===== src/rtl/echo_pulse_ranging_average_top_macros.svh =====
// Assertion macros for the echo pulse ranging block.
// Included by the RTL files that carry concurrent checks; no other dependencies.
`ifndef ECHO_PULSE_RANGING_AVERAGE_TOP_MACROS_SVH
`define ECHO_PULSE_RANGING_AVERAGE_TOP_MACROS_SVH

`ifndef SYNTH

// Same-cycle implication, checked at every rising edge outside reset.
`define EPRA_ASSERT_IMP(label, clk, rst_n, ante, cons) \
	label: assert property (@(posedge clk) disable iff (!rst_n) (ante) |-> (cons)) \
		else $error("epra: same-cycle check failed");

// Next-cycle implication, checked at every rising edge outside reset.
`define EPRA_ASSERT_NXT(label, clk, rst_n, ante, cons) \
	label: assert property (@(posedge clk) disable iff (!rst_n) (ante) |=> (cons)) \
		else $error("epra: next-cycle check failed");

`else

`define EPRA_ASSERT_IMP(label, clk, rst_n, ante, cons)
`define EPRA_ASSERT_NXT(label, clk, rst_n, ante, cons)

`endif

`endif


===== src/rtl/epra_pkg.sv =====
// Shared constants for the echo pulse ranging block.
// No dependencies; every file but the assertion macro header uses this package.
package epra_pkg;

	// Field widths.
	localparam int TIME_W = 16;
	localparam int DIST_W = 10;

	// Largest distance a 16-bit pulse width can give: floor(65535 / 116).
	localparam int DIST_MAX = 564;

	// Default averaging window.
	localparam int WINDOW_DEFAULT = 10;

	// Depth of the queue between the front and back parts.
	localparam int QUEUE_DEPTH = 2;

	// floor(floor(w / 2) / 58) equals floor(floor(w / 4) / 29).
	// The division by 29 is a multiply by ceil(2^19 / 29) and a shift,
	// exact for every 14-bit quotient input.
	localparam int DIV_PRE_SHIFT = 2;
	localparam int DIV_MULT      = 18079;
	localparam int DIV_MULT_W    = 15;
	localparam int DIV_SHIFT     = 19;

	// Shift used for the reciprocal of the window length.
	localparam int AVG_SHIFT  = 24;
	localparam int AVG_MULT_W = AVG_SHIFT + 1;

endpackage


===== src/rtl/epra_edge_if.sv =====
// Channel carrying echo edge capture events.
// Depends on epra_pkg for the timer width.
interface epra_edge_if;
	logic                         valid;
	logic                         ready;
	logic [epra_pkg::TIME_W-1:0] edge_time;

	modport source (output valid, output edge_time, input ready);
	modport sink   (input valid, input edge_time, output ready);
endinterface


===== src/rtl/epra_range_if.sv =====
// Channel carrying distance results and their moving average.
// Depends on epra_pkg for the distance width.
interface epra_range_if;
	logic                         valid;
	logic                         ready;
	logic [epra_pkg::DIST_W-1:0] pulse_cm;
	logic [epra_pkg::DIST_W-1:0] average_cm;

	modport source (output valid, output pulse_cm, output average_cm, input ready);
	modport sink   (input valid, input pulse_cm, input average_cm, output ready);
endinterface


===== src/rtl/epra_front.sv =====
// Front part: pairs rising and falling echo edges and forms pulse widths.
// Depends on epra_pkg; feeds epra_queue.
module epra_front (
	input  logic                         clk,
	input  logic                         arst_n,
	input  logic                         edge_valid,
	output logic                         edge_ready,
	input  logic [epra_pkg::TIME_W-1:0] edge_time,
	input  logic                         queue_full,
	output logic                         push_valid,
	output logic [epra_pkg::TIME_W-1:0] push_width
);
	import epra_pkg::*;

	logic              awaiting_fall_q;
	logic [TIME_W-1:0] rise_time_q;
	logic              edge_fire;

	// An edge is taken whenever the queue has room for a possible width.
	assign edge_ready = !queue_full;
	assign edge_fire  = edge_valid && edge_ready;

	// A falling edge pushes the modulo-2^16 pulse width.
	assign push_valid = edge_fire && awaiting_fall_q;
	assign push_width = edge_time - rise_time_q;

	// Edges simply alternate rise, fall, rise from reset onward.
	always_ff @(posedge clk or negedge arst_n) begin
		if (!arst_n) begin
			awaiting_fall_q <= 1'b0;
			rise_time_q     <= '0;
		end else if (edge_fire) begin
			awaiting_fall_q <= !awaiting_fall_q;
			if (!awaiting_fall_q) begin
				rise_time_q <= edge_time;
			end
		end
	end

endmodule


===== src/rtl/epra_queue.sv =====
// Short queue of pulse widths between the front and back parts.
// Depends on epra_pkg and the assertion macro header.
`include "echo_pulse_ranging_average_top_macros.svh"

module epra_queue (
	input  logic                         clk,
	input  logic                         arst_n,
	input  logic                         push_valid,
	input  logic [epra_pkg::TIME_W-1:0] push_width,
	output logic                         full,
	output logic                         pop_valid,
	input  logic                         pop_ready,
	output logic [epra_pkg::TIME_W-1:0] pop_width
);
	import epra_pkg::*;

	localparam int PTR_W = (QUEUE_DEPTH > 1) ? $clog2(QUEUE_DEPTH) : 1;
	localparam int CNT_W = $clog2(QUEUE_DEPTH + 1);

	logic [TIME_W-1:0] slot_q [QUEUE_DEPTH];
	logic [PTR_W-1:0]  wr_ptr_q;
	logic [PTR_W-1:0]  rd_ptr_q;
	logic [CNT_W-1:0]  count_q;
	logic              pop_fire;

	assign full      = (count_q == CNT_W'(QUEUE_DEPTH));
	assign pop_valid = (count_q != '0);
	assign pop_width = slot_q[rd_ptr_q];
	assign pop_fire  = pop_valid && pop_ready;

	// Storage for queued widths.
	always_ff @(posedge clk) begin
		if (push_valid) begin
			slot_q[wr_ptr_q] <= push_width;
		end
	end

	// Pointers and fill count.
	always_ff @(posedge clk or negedge arst_n) begin
		if (!arst_n) begin
			wr_ptr_q <= '0;
			rd_ptr_q <= '0;
			count_q  <= '0;
		end else begin
			if (push_valid) begin
				wr_ptr_q <= (wr_ptr_q == PTR_W'(QUEUE_DEPTH - 1)) ? '0 : wr_ptr_q + 1'b1;
			end
			if (pop_fire) begin
				rd_ptr_q <= (rd_ptr_q == PTR_W'(QUEUE_DEPTH - 1)) ? '0 : rd_ptr_q + 1'b1;
			end
			if (push_valid && !pop_fire) begin
				count_q <= count_q + 1'b1;
			end else if (!push_valid && pop_fire) begin
				count_q <= count_q - 1'b1;
			end
		end
	end

	// The fill count stays within the depth, the front never overfills, and a push without a pop raises the count.
	`EPRA_ASSERT_IMP(a_count_bound, clk, arst_n, 1'b1, count_q <= CNT_W'(QUEUE_DEPTH))
	`EPRA_ASSERT_IMP(a_no_overfill, clk, arst_n, push_valid, !full)
	`EPRA_ASSERT_NXT(a_count_grows, clk, arst_n, push_valid && !pop_fire,
		count_q == $past(count_q) + 1'b1)

endmodule


===== src/rtl/epra_back.sv =====
// Back part: converts widths to distances, keeps the ring and running sum,
// and registers the result. Depends on epra_pkg and the assertion macro header.
`include "echo_pulse_ranging_average_top_macros.svh"

module epra_back #(
	parameter int WINDOW = epra_pkg::WINDOW_DEFAULT
) (
	input  logic                         clk,
	input  logic                         arst_n,
	input  logic                         pop_valid,
	output logic                         pop_ready,
	input  logic [epra_pkg::TIME_W-1:0] pop_width,
	output logic                         out_valid,
	input  logic                         out_ready,
	output logic [epra_pkg::DIST_W-1:0] pulse_cm,
	output logic [epra_pkg::DIST_W-1:0] average_cm
);
	import epra_pkg::*;

	localparam int SLOT_W     = (WINDOW > 1) ? $clog2(WINDOW) : 1;
	localparam int SUM_MAX    = DIST_MAX * WINDOW;
	localparam int SUM_W      = $clog2(SUM_MAX + 1);
	localparam int QUOT_W     = TIME_W - DIV_PRE_SHIFT;
	localparam int DPROD_W    = QUOT_W + DIV_MULT_W;
	localparam int APROD_W    = SUM_W + AVG_MULT_W;
	localparam int AVG_MULT   = ((1 << AVG_SHIFT) + WINDOW - 1) / WINDOW;

	// Ring of recent distances, with a valid bit per entry cleared at reset.
	logic [DIST_W-1:0]  ring_mem [WINDOW];
	logic [WINDOW-1:0]  ring_valid_q;

	logic [SLOT_W-1:0]  slot_q;
	logic [SLOT_W-1:0]  slot_next;
	logic [SUM_W-1:0]   sum_q;
	logic [SUM_W-1:0]   sum_new;

	logic               v_s1;
	logic [DIST_W-1:0]  dist_s1;
	logic [SLOT_W-1:0]  slot_s1;
	logic [DIST_W-1:0]  old_s1;

	logic               v_s2;
	logic [DIST_W-1:0]  dist_s2;
	logic [SUM_W-1:0]   sum_s2;

	logic               out_valid_q;
	logic [DIST_W-1:0]  distance_q;
	logic [DIST_W-1:0]  average_q;

	logic               adv;
	logic               pop_fire;
	logic               fwd_hit;
	logic [DPROD_W-1:0] dist_prod;
	logic [APROD_W-1:0] avg_prod;

	// The whole pipeline moves when the output register is free.
	assign adv       = !out_valid_q || out_ready;
	assign pop_ready = adv;
	assign pop_fire  = pop_valid && adv;

	// The slot is advanced before the write; it wraps at the window length.
	assign slot_next = (slot_q == SLOT_W'(WINDOW - 1)) ? '0 : slot_q + 1'b1;

	// Width to centimetres: drop two bits, then multiply by the reciprocal of 29.
	assign dist_prod = DPROD_W'(pop_width[TIME_W-1:DIV_PRE_SHIFT])
		* DPROD_W'(DIV_MULT);

	// The entry read this cycle is the one stage 1 writes now.
	assign fwd_hit = v_s1 && (slot_s1 == slot_next);

	// New running sum: drop the overwritten entry, add the new distance.
	assign sum_new = sum_q - SUM_W'(old_s1) + SUM_W'(dist_s1);

	// Average by multiplying with the reciprocal of the window length.
	assign avg_prod = APROD_W'(sum_s2) * APROD_W'(AVG_MULT);

	// Control registers.
	always_ff @(posedge clk or negedge arst_n) begin
		if (!arst_n) begin
			slot_q       <= '0;
			sum_q        <= '0;
			ring_valid_q <= '0;
			v_s1         <= 1'b0;
			v_s2         <= 1'b0;
			out_valid_q  <= 1'b0;
		end else if (adv) begin
			v_s1        <= pop_fire;
			v_s2        <= v_s1;
			out_valid_q <= v_s2;
			if (pop_fire) begin
				slot_q <= slot_next;
			end
			if (v_s1) begin
				sum_q                 <= sum_new;
				ring_valid_q[slot_s1] <= 1'b1;
			end
		end
	end

	// Ring write at the end of stage 1.
	always_ff @(posedge clk) begin
		if (adv && v_s1) begin
			ring_mem[slot_s1] <= dist_s1;
		end
	end

	// Stage 1: distance, slot and the registered read of the old entry.
	always_ff @(posedge clk) begin
		if (pop_fire) begin
			dist_s1 <= dist_prod[DIV_SHIFT +: DIST_W];
			slot_s1 <= slot_next;
			if (fwd_hit) begin
				old_s1 <= dist_s1;
			end else if (ring_valid_q[slot_next]) begin
				old_s1 <= ring_mem[slot_next];
			end else begin
				old_s1 <= '0;
			end
		end
	end

	// Stage 2 and the output register.
	always_ff @(posedge clk) begin
		if (adv) begin
			if (v_s1) begin
				dist_s2 <= dist_s1;
				sum_s2  <= sum_new;
			end
			if (v_s2) begin
				distance_q <= dist_s2;
				average_q  <= avg_prod[AVG_SHIFT +: DIST_W];
			end
		end
	end

	assign out_valid  = out_valid_q;
	assign pulse_cm   = distance_q;
	assign average_cm = average_q;

	// The sum stays within the window's range, the average within the largest distance,
	// and a stalled stage 1 keeps its distance.
	`EPRA_ASSERT_IMP(a_sum_bound, clk, arst_n, 1'b1, sum_q <= SUM_W'(SUM_MAX))
	`EPRA_ASSERT_IMP(a_avg_bound, clk, arst_n, out_valid_q, average_q <= DIST_W'(DIST_MAX))
	`EPRA_ASSERT_NXT(a_s1_hold, clk, arst_n, v_s1 && !adv, v_s1 && $stable(dist_s1))

endmodule


===== src/rtl/echo_pulse_ranging_average_top.sv =====
// Echo pulse ranging with a moving average. Capture events alternate rising and falling
// edges starting with a rising edge after reset; a rising edge stores its time and gives
// no result, a falling edge gives the distance floor(width / 116) cm of the modulo-2^16
// pulse width together with the floor mean of the last WINDOW distances (entries not yet
// written count as zero). One event is taken per clock cycle while the queue has room; a
// falling edge's result then passes the queue, stages 1 and 2 and the output register.
// The rate is set by the running-sum register, updated at most once per cycle in the
// back part. A two-entry queue between the edge-pairing front part and the arithmetic
// back part lets events keep arriving while a result waits to be taken. Depends on
// epra_pkg, the two channel interfaces and the front, queue and back modules.
module echo_pulse_ranging_average_top #(
	parameter int WINDOW = epra_pkg::WINDOW_DEFAULT
) (
	input  logic         clk,
	input  logic         arst_n,
	epra_edge_if.sink    echo_edge,
	epra_range_if.source range_result
);
	import epra_pkg::*;

	logic              queue_full;
	logic              push_valid;
	logic [TIME_W-1:0] push_width;
	logic              pop_valid;
	logic              pop_ready;
	logic [TIME_W-1:0] pop_width;

	// Edge pairing and width formation.
	epra_front u_front (
		.clk        (clk),
		.arst_n     (arst_n),
		.edge_valid (echo_edge.valid),
		.edge_ready (echo_edge.ready),
		.edge_time  (echo_edge.edge_time),
		.queue_full (queue_full),
		.push_valid (push_valid),
		.push_width (push_width)
	);

	// Width queue between the two parts.
	epra_queue u_queue (
		.clk        (clk),
		.arst_n     (arst_n),
		.push_valid (push_valid),
		.push_width (push_width),
		.full       (queue_full),
		.pop_valid  (pop_valid),
		.pop_ready  (pop_ready),
		.pop_width  (pop_width)
	);

	// Distance conversion, ring, running sum and result register.
	epra_back #(
		.WINDOW (WINDOW)
	) u_back (
		.clk        (clk),
		.arst_n     (arst_n),
		.pop_valid  (pop_valid),
		.pop_ready  (pop_ready),
		.pop_width  (pop_width),
		.out_valid  (range_result.valid),
		.out_ready  (range_result.ready),
		.pulse_cm   (range_result.pulse_cm),
		.average_cm (range_result.average_cm)
	);

endmodule


===== src/flat_wrapper.sv =====
// flat-port wrapper written by rule: the top's interface ports become plain ports
module echo_pulse_ranging_average_top_flat import epra_pkg::*;
#(
	parameter int WINDOW = epra_pkg::WINDOW_DEFAULT
)
  (clk, arst_n, echo_edge_valid, echo_edge_edge_time, echo_edge_ready, range_result_valid, range_result_pulse_cm, range_result_average_cm, range_result_ready);
  epra_edge_if echo_edge_i ();
  epra_range_if range_result_i ();
  input  logic clk;
  input  logic arst_n;
  input wire logic [$bits(echo_edge_i.valid)-1:0] echo_edge_valid;
  input wire logic [$bits(echo_edge_i.edge_time)-1:0] echo_edge_edge_time;
  output wire logic [$bits(echo_edge_i.ready)-1:0] echo_edge_ready;
  output wire logic [$bits(range_result_i.valid)-1:0] range_result_valid;
  output wire logic [$bits(range_result_i.pulse_cm)-1:0] range_result_pulse_cm;
  output wire logic [$bits(range_result_i.average_cm)-1:0] range_result_average_cm;
  input wire logic [$bits(range_result_i.ready)-1:0] range_result_ready;
  assign echo_edge_i.valid = echo_edge_valid;
  assign echo_edge_i.edge_time = echo_edge_edge_time;
  assign echo_edge_ready = echo_edge_i.ready;
  assign range_result_valid = range_result_i.valid;
  assign range_result_pulse_cm = range_result_i.pulse_cm;
  assign range_result_average_cm = range_result_i.average_cm;
  assign range_result_i.ready = range_result_ready;
  echo_pulse_ranging_average_top #(.WINDOW(WINDOW)) u_core (.clk(clk), .arst_n(arst_n), .echo_edge(echo_edge_i), .range_result(range_result_i));
endmodule

===== config.mk =====
export PLATFORM = sky130hd
export DESIGN_NAME = echo_pulse_ranging_average_top_flat
export DESIGN_NICKNAME = d
export VERILOG_FILES = /design/src/rtl/epra_pkg.sv /design/src/rtl/epra_edge_if.sv /design/src/rtl/epra_range_if.sv /design/src/rtl/epra_front.sv /design/src/rtl/epra_queue.sv /design/src/rtl/epra_back.sv /design/src/rtl/echo_pulse_ranging_average_top.sv /design/src/flat_wrapper.sv
export VERILOG_INCLUDE_DIRS = /design/src /design/src/rtl
export SDC_FILE = /design/constraint.sdc
export NUM_CORES = 1
export LEC_CHECK = 0
export BUFFER_PORTS_ARGS = -buffer_cell sky130_fd_sc_hd__buf_2
export CAP_MARGIN = 20
export CORE_MARGIN = 4
export CORE_UTILIZATION = 58
export DETAILED_ROUTE_END_ITERATION = 10
export PLACE_DENSITY_LB_ADDON = 0.3
export SLEW_MARGIN = 20
export SYNTH_ARGS = -nofsm -noshare
export SYNTH_HDL_FRONTEND = slang
export SYNTH_SLANG_ARGS = --single-unit

===== constraint.sdc =====
create_clock -name clk -period 6.2 [get_ports clk]
set_input_delay 0 -clock clk [delete_from_list [all_inputs] [get_ports clk]]
set_output_delay 0 -clock clk [all_outputs]
set_load 0.02 [all_outputs]

-- After elaboration in Yosys (flattened, before gate mapping)
Memories as Yosys holds them, arrays and structs flattened.
Index checks and enable logic that the tools add are counted.
- register bits after elaboration: 118
- RAM bits: 132
- input bits: 20
- output and inout port bits: 22
- word-level logic and storage cells: 73
- memories: 2
- $add $sub $neg: 8
- $mul: 2
- $lt $le $gt $ge: 3
- equal/unequal tests: 3
- multiplexer cells: 15
- bitwise gates (word level): 2
- reduce and logical (&&, ||, !) cells: 20
- memories (name ; words ; width ; rd ports ; clocked after memory_dff ; wr ports ; RTL line ; source):
    u_core.u_back.ring_mem ; 10 ; 10 ; 1 ; 0 ; 1 ; epra_back.sv:29 ; logic [DIST_W-1:0] ring_mem [WINDOW];
    u_core.u_queue.slot_q ; 2 ; 16 ; 1 ; 0 ; 1 ; epra_queue.sv:20 ; logic [TIME_W-1:0] slot_q [QUEUE_DEPTH];
- operators by type and width (kind ; number):
    $mul 13x20->33 const B ; 1
    $mul 14x15->29 const B ; 1
    $mux 10 ; 2
    $sub 16x16->16 ; 1
    $add 13x10->13 ; 1
    $sub 13x10->13 ; 1
    $lt 4x5->1 const B ; 2
    $or 10x10->10 ; 1
    $logic_and 1x1->1 ; 8
    $mux 1 ; 8
    $reduce_and 2->1 ; 4
    $logic_not 1->1 ; 5
    $add 4x1->4 const B ; 1
    $bmux 1 s4 ; 1
    $demux 1 s4 ; 1
    $eq 4x4->1 ; 1
    $eq 4x4->1 const B ; 1
    $ge 4x1->1 const B ; 1
    $mux 2 ; 2
    $mux 4 ; 1
    $reduce_bool 2->1 ; 2
    $add 1x1->1 const B ; 2
    $add 2x1->2 const B ; 1
    $eq 2x2->1 const B ; 1
    other kinds (3) ; 3

-- Logic depth before layout (Yosys ltp)
- word-level depth: 8
- mapped depth: 24
- depth with buffers taken out: 22

-- Cells and area by module
A second synthesis with hierarchy kept.
- cell total of the unflattened synthesis: 1573
- area, all modules: 18093.6 µm²
- modules (own cells, without submodules) (module ; instances ; cells each ; area each (µm²)):
    epra_back ; 1 ; 1329 ; 15229.6
    epra_front ; 1 ; 178 ; 1468.9
    epra_queue ; 1 ; 66 ; 1395.1

-- Worst setup path after synthesis
No wires, ideal clock.
- path kind: register to register
- start point: register u_core.u_queue.rd_ptr_q
- end point: register u_core.u_back.dist_s1[9], data pin
- setup time: 261 ps
- arrival: 6299 ps
- data required time: 5939 ps
- setup slack: -360 ps
- cell stages (with the launch flop): 21
- cell sequence: dfrtp_1 buf_2 buf_1 mux2i_1 inv_1 fa_1 inv_1 fa_1 inv_1 fa_1 fa_1 fa_1 fa_1 ha_1 nand4_1 o41a_1 a31oi_1 nand2_1 o21ai_1 o31ai_1 a311o_1
- word-level cells in the longest chain between the ends: 2
- RTL lines (item ; RTL line ; source):
    start: declaration ; epra_queue.sv:22 ; logic [PTR_W-1:0] rd_ptr_q;
    start signal: assignment ; epra_queue.sv:49 ; rd_ptr_q <= (rd_ptr_q == PTR_W'(QUEUE_DEPTH - 1)) ? '0 : rd_ptr_q + 1'b1;
    $mem_v2 2x16 ; -- ;
    $mul 14x15->29 ; epra_back.sv:66 ; * DPROD_W'(DIV_MULT);
    named net u_core.u_back.dist_prod[28] ; epra_back.sv:53 ; logic [DPROD_W-1:0] dist_prod;
    end signal: assignment ; epra_back.sv:110 ; dist_s1 <= dist_prod[DIV_SHIFT +: DIST_W];
    end: declaration ; epra_back.sv:38 ; logic [DIST_W-1:0] dist_s1;
The timed path passes the listed nets, and every way through them passes these cells.
A chain may end at the register's enable or synchronous reset.

-- Worst setup path in the final report
Ends and elaborated chain as after synthesis.

==> results.md <==
* Status: finished clean
* Hold crit path type: primary input to async pin
* Fill cells at 2,181
* Ys async rst share at 0.207
* Largest net degree at the start of global routing at 52
* CP delay by family, top: adder cells
* Clk slew on worst S/H paths at 0.06 ns
* CP cell instances: mux2i_2, inv_2, fa_2, inv_1, fa_2, inv_1, fa_2, fa_2, fa_2, ha_1, ha_1, a21oi_1, o21ai_1, o221ai_2, nand4_1, nand2_2, o21ai_4, o31ai_4, nor3_1, a311o_1
* Port bufs at 41
* Die span in y at 182 um
* CP max FO at 5
* Clk buf depth at 3
* Top_reg_cell synth: edfxtp_1
* Seq/Total Area, Yosys at 0.407
* # DRC at 0
* Final nets at 1,973
* Critical Path RT at 6.48 ns
* Multi-input gate area at 0.00936 mm^2
* Tmin final at 6.14 ns
* Critical path's slowest cell: fa_2
* Slew HR at 0.312
* Slew Viols, Final at 0
* Initial core utilization at 0.590
* Post-Syn Area at 0.0175 mm^2
* Via Count at 11,000
* Bufs and invs on worst path at 3
* HPWL after detailed placement at 25,800 um
* Max cap viols at 0
* CTS H-tree lvls at 1
* I/O pin total at 42
* Root buf cell: clkbuf_16
* Routed wire per std cell at 17.1 um
* Worst-Margin Slew at 1.03 ns
* Placed Area at 0.0184 mm^2
* Setup CP Type: register to register
* Skew final at 0.0216 ns
* Final setup TNS at 0 ns
* Via density at 5.50
* Worst EP arrival at 6.42 ns
* CTS Buf Count at 26
* Hold Slack at 0.161 ns
* Post-Route WL at 34,200 um
* Synthesis-to-finish area growth at 11.6%
* Fin area at 0.0196 mm^2
* Library cells used by synthesis at 65
* Drt first-iter violations at 690
* FMAX at 0.163 GHz
* FF+latch count, synth at 246
* Part of the cycle the worst path needs at 0.990
* First-pass GRT wire length at 57,200 um
* Number of antenna violations at the first check in global routing at 1
* Count of final setup violators at 0
* Die Area at 0.0330 mm^2
* Reg area at 0.00713 mm^2
* CP endpoint kind: register
* Placed Instances at 1,927
* Routability cong. at 0.871
* Number of flops mapped to enable cells by yosys at 195
* Main combinational cell family by area after synthesis: adder cells
* Number of global-route vias before repair at 11,600
* Non-Filler Instances at 2,001
* Mapped Cells at 1,492
* Share of layout cells above drive strength 1 at 0.118
* Hold Vio Cnt, Final at 0
* Max incr delay on CP at 0.61 ns
* Final ANT Viol Nets at 0
* GRT Overall Usage at 0.211
* Site Rows at 63
* Most frequent CP cell: fa_2
* Post-synthesis simple-gate area fraction at 0.0592
* Mux contribution to synthesized area at 0.0421
* Clk_lat worst skew at 0.55 ns
* Grt ovf at 0
* Synth warnings at 0
* Clock sink count at 246
* Die width at 182 um
* Post-Synth Adder-Cell Area at 0.312
* Compound-cell area share of the yosys netlist at 0.0835
* CORE AREA at 0.0297 mm^2
* Post-Synth XOR/XNOR Area at 0.0280
* Drt first pass iters at 5
* Mean Syn Cell Area at 11.7 um^2
* CTS tree: built
* Synthesized Nets at 1,875
* Setup crit start kind: register
## per-layer routing
layer | wire, um | part of all wire | global-route usage | up-vias
li1 | - | - | - | 5310
met1 | 14700 | 0.43 | 0.289 | 5373
met2 | 16900 | 0.49 | 0.362 | 267
met3 | 1830 | 0.053 | 0.0256 | 65
met4 | 892 | 0.026 | 0.0519 | 0
met5 | 0 | 0 | 0 | -
## synth_stat cells (all sizes together), types with 9 or more instances
cell type    n  share of area
inv        283          0.061
ha         240           0.17
edfxtp     195           0.33
fa         123           0.14
nand2       92          0.020
a21oi       69          0.021
o21ai       63          0.018
dfrtp       51          0.073
mux2i       49          0.028
nor2        42         0.0090
xnor2       41          0.020
a211oi      22         0.0094
clkbuf      18         0.0039
mux2        16          0.010
nand3       15         0.0043
or2         15         0.0054
xor2        15         0.0075
a21o        14         0.0060
nor3        13         0.0040
buf         12         0.0036
a221oi      11         0.0059
a22o        11         0.0055
nor2b        9         0.0032
## cell families (layout without fill, tap and decap cells)
| group | count (synthesis) | count (layout) |
|---|---|---|
| fa+ha+maj | 363 | 363 |
| buf+inv | 313 | 431 |
| flops | 246 | 246 |
| compound gates | 226 | 226 |
| simple gates | 220 | 220 |
| mux | 68 | 68 |
| xor+xnor | 56 | 56 |
| other cells | 0 | 1 |
## worst reg2reg max path, delay by kind of cell (launching register included)
family	cells	cell delay [ns]
and+or+nand+nor	3	0.52
AOI/OAI and AO/OA	6	1.19
muxes	1	0.28
buffers and inverters	3	0.20
adders and majority gates	7	3.25
DFF	1	0.46
## cell usage in the layout (no fill, tap or decap), types with 4 or more instances in the layout
| cell | synthesis | routed |
|---|---|---|
| xnor2_1 | 41 | 41 |
| a21oi_1 | 67 | 67 |
| nand3_1 | 15 | 15 |
| buf_4 | 1 | 39 |
| o21ai_1 | 5 | 4 |
| o21a_1 | 5 | 5 |
| nand2_1 | 92 | 91 |
| a221oi_1 | 10 | 10 |
| xor2_1 | 15 | 14 |
| nor2b_1 | 9 | 9 |
| clkbuf_1 | 18 | 6 |
| mux2i_1 | 49 | 45 |
| clkinv_1 | 0 | 4 |
| clkbuf_8 | 0 | 4 |
| a22o_1 | 11 | 11 |
| nor3_1 | 12 | 12 |
| nand2b_1 | 8 | 8 |
| nand3b_1 | 4 | 4 |
| o21ai_0 | 57 | 57 |
| fa_2 | 0 | 6 |
| inv_2 | 1 | 4 |
| or2_2 | 15 | 15 |
| nor2_1 | 42 | 41 |
| a21o_1 | 14 | 14 |
| a211oi_1 | 22 | 22 |
| edfxtp_1 | 195 | 195 |
| ha_1 | 240 | 238 |
| a31oi_1 | 5 | 4 |
| mux2_2 | 16 | 14 |
| inv_1 | 282 | 279 |
| clkbuf_16 | 0 | 26 |
| dlygate4sd3_1 | 0 | 19 |
| nand4_1 | 5 | 5 |
| fa_1 | 123 | 117 |
| buf_2 | 6 | 41 |
| dfrtp_1 | 51 | 50 |
## repair_timing
action / CTS / global route
pin swaps: 1 / 17
endpoints found under the setup margin: 2 / 3
setup buffers: 1 / 5
gates resized for setup: 2 / 26
hold buffers: 19 / 0
endpoints found under the hold margin: 86 / 0
## cell type report
type | instances | area share
Clock buffer | 36 | 0.0372
Inverter | 283 | 0.0543
Antenna cell | 1 | 0.000128
Clock inverter | 12 | 0.00403
Multi-Input combinational cell | 933 | 0.478
Sequential cell | 246 | 0.365
Timing Repair Buffer | 100 | 0.0362
Tap cell | 390 | 0.0249
## registers in the layout, indices dropped and copies added (netlist names), 2 cells and up
| name | cells |
|---|---|
| u_core.u_back.pulse_cm | 10 |
| u_core.u_back.ring_mem | 100 |
| u_core.u_back.ring_valid_q | 10 |
| u_core.u_back.slot_q | 4 |
| u_core.u_back.dist_s2 | 10 |
| u_core.u_queue.count_q | 2 |
| u_core.u_back.average_cm | 10 |
| u_core.u_back.old_s1 | 10 |
| u_core.u_front.rise_time_q | 16 |
| u_core.u_queue.slot_q | 28 |
| u_core.u_back.slot_s1 | 4 |
| u_core.u_back.dist_s1 | 10 |
| u_core.u_back.sum_q | 13 |
| u_core.u_back.sum_s2 | 13 |
## path summary, 6_finish.rpt
| kind | startpoint | to | cells after the start | slack [ns] |
|---|---|---|---|---|
| setup / recovery | u_core.u_queue.rd_ptr_q | u_core.u_back.dist_s1[9] | 20 | 0.06 |
| hold / removal | arst_n | u_core.u_front.awaiting_fall_q | 3 | 0.16 |
| setup reg to reg | u_core.u_queue.rd_ptr_q | u_core.u_back.dist_s1[9] | 20 | 0.06 |
| hold reg to reg | u_core.u_back.dist_s2[9] | u_core.u_back.pulse_cm[9] | 0 | 0.42 |
| max in group asynchronous | arst_n | u_core.u_queue.rd_ptr_q | 3 | 5.52 |
| min in group clk | echo_edge_edge_time[4] | u_core.u_front.rise_time_q[4] | 4 | 0.22 |
## stage by stage
step	utilization	worst slack, ns
finish	0.658	0.0620
global route	0.658	-0.0970
CTS	0.653	0.00273
detailed placement	0.618	-0.0948
global placement	0.618	0.00716
floorplan	-	0.00479
Power is left out: the tool's default activity adds up to more than one toggle a clock period on the data nets, which glitch-free logic cannot reach.
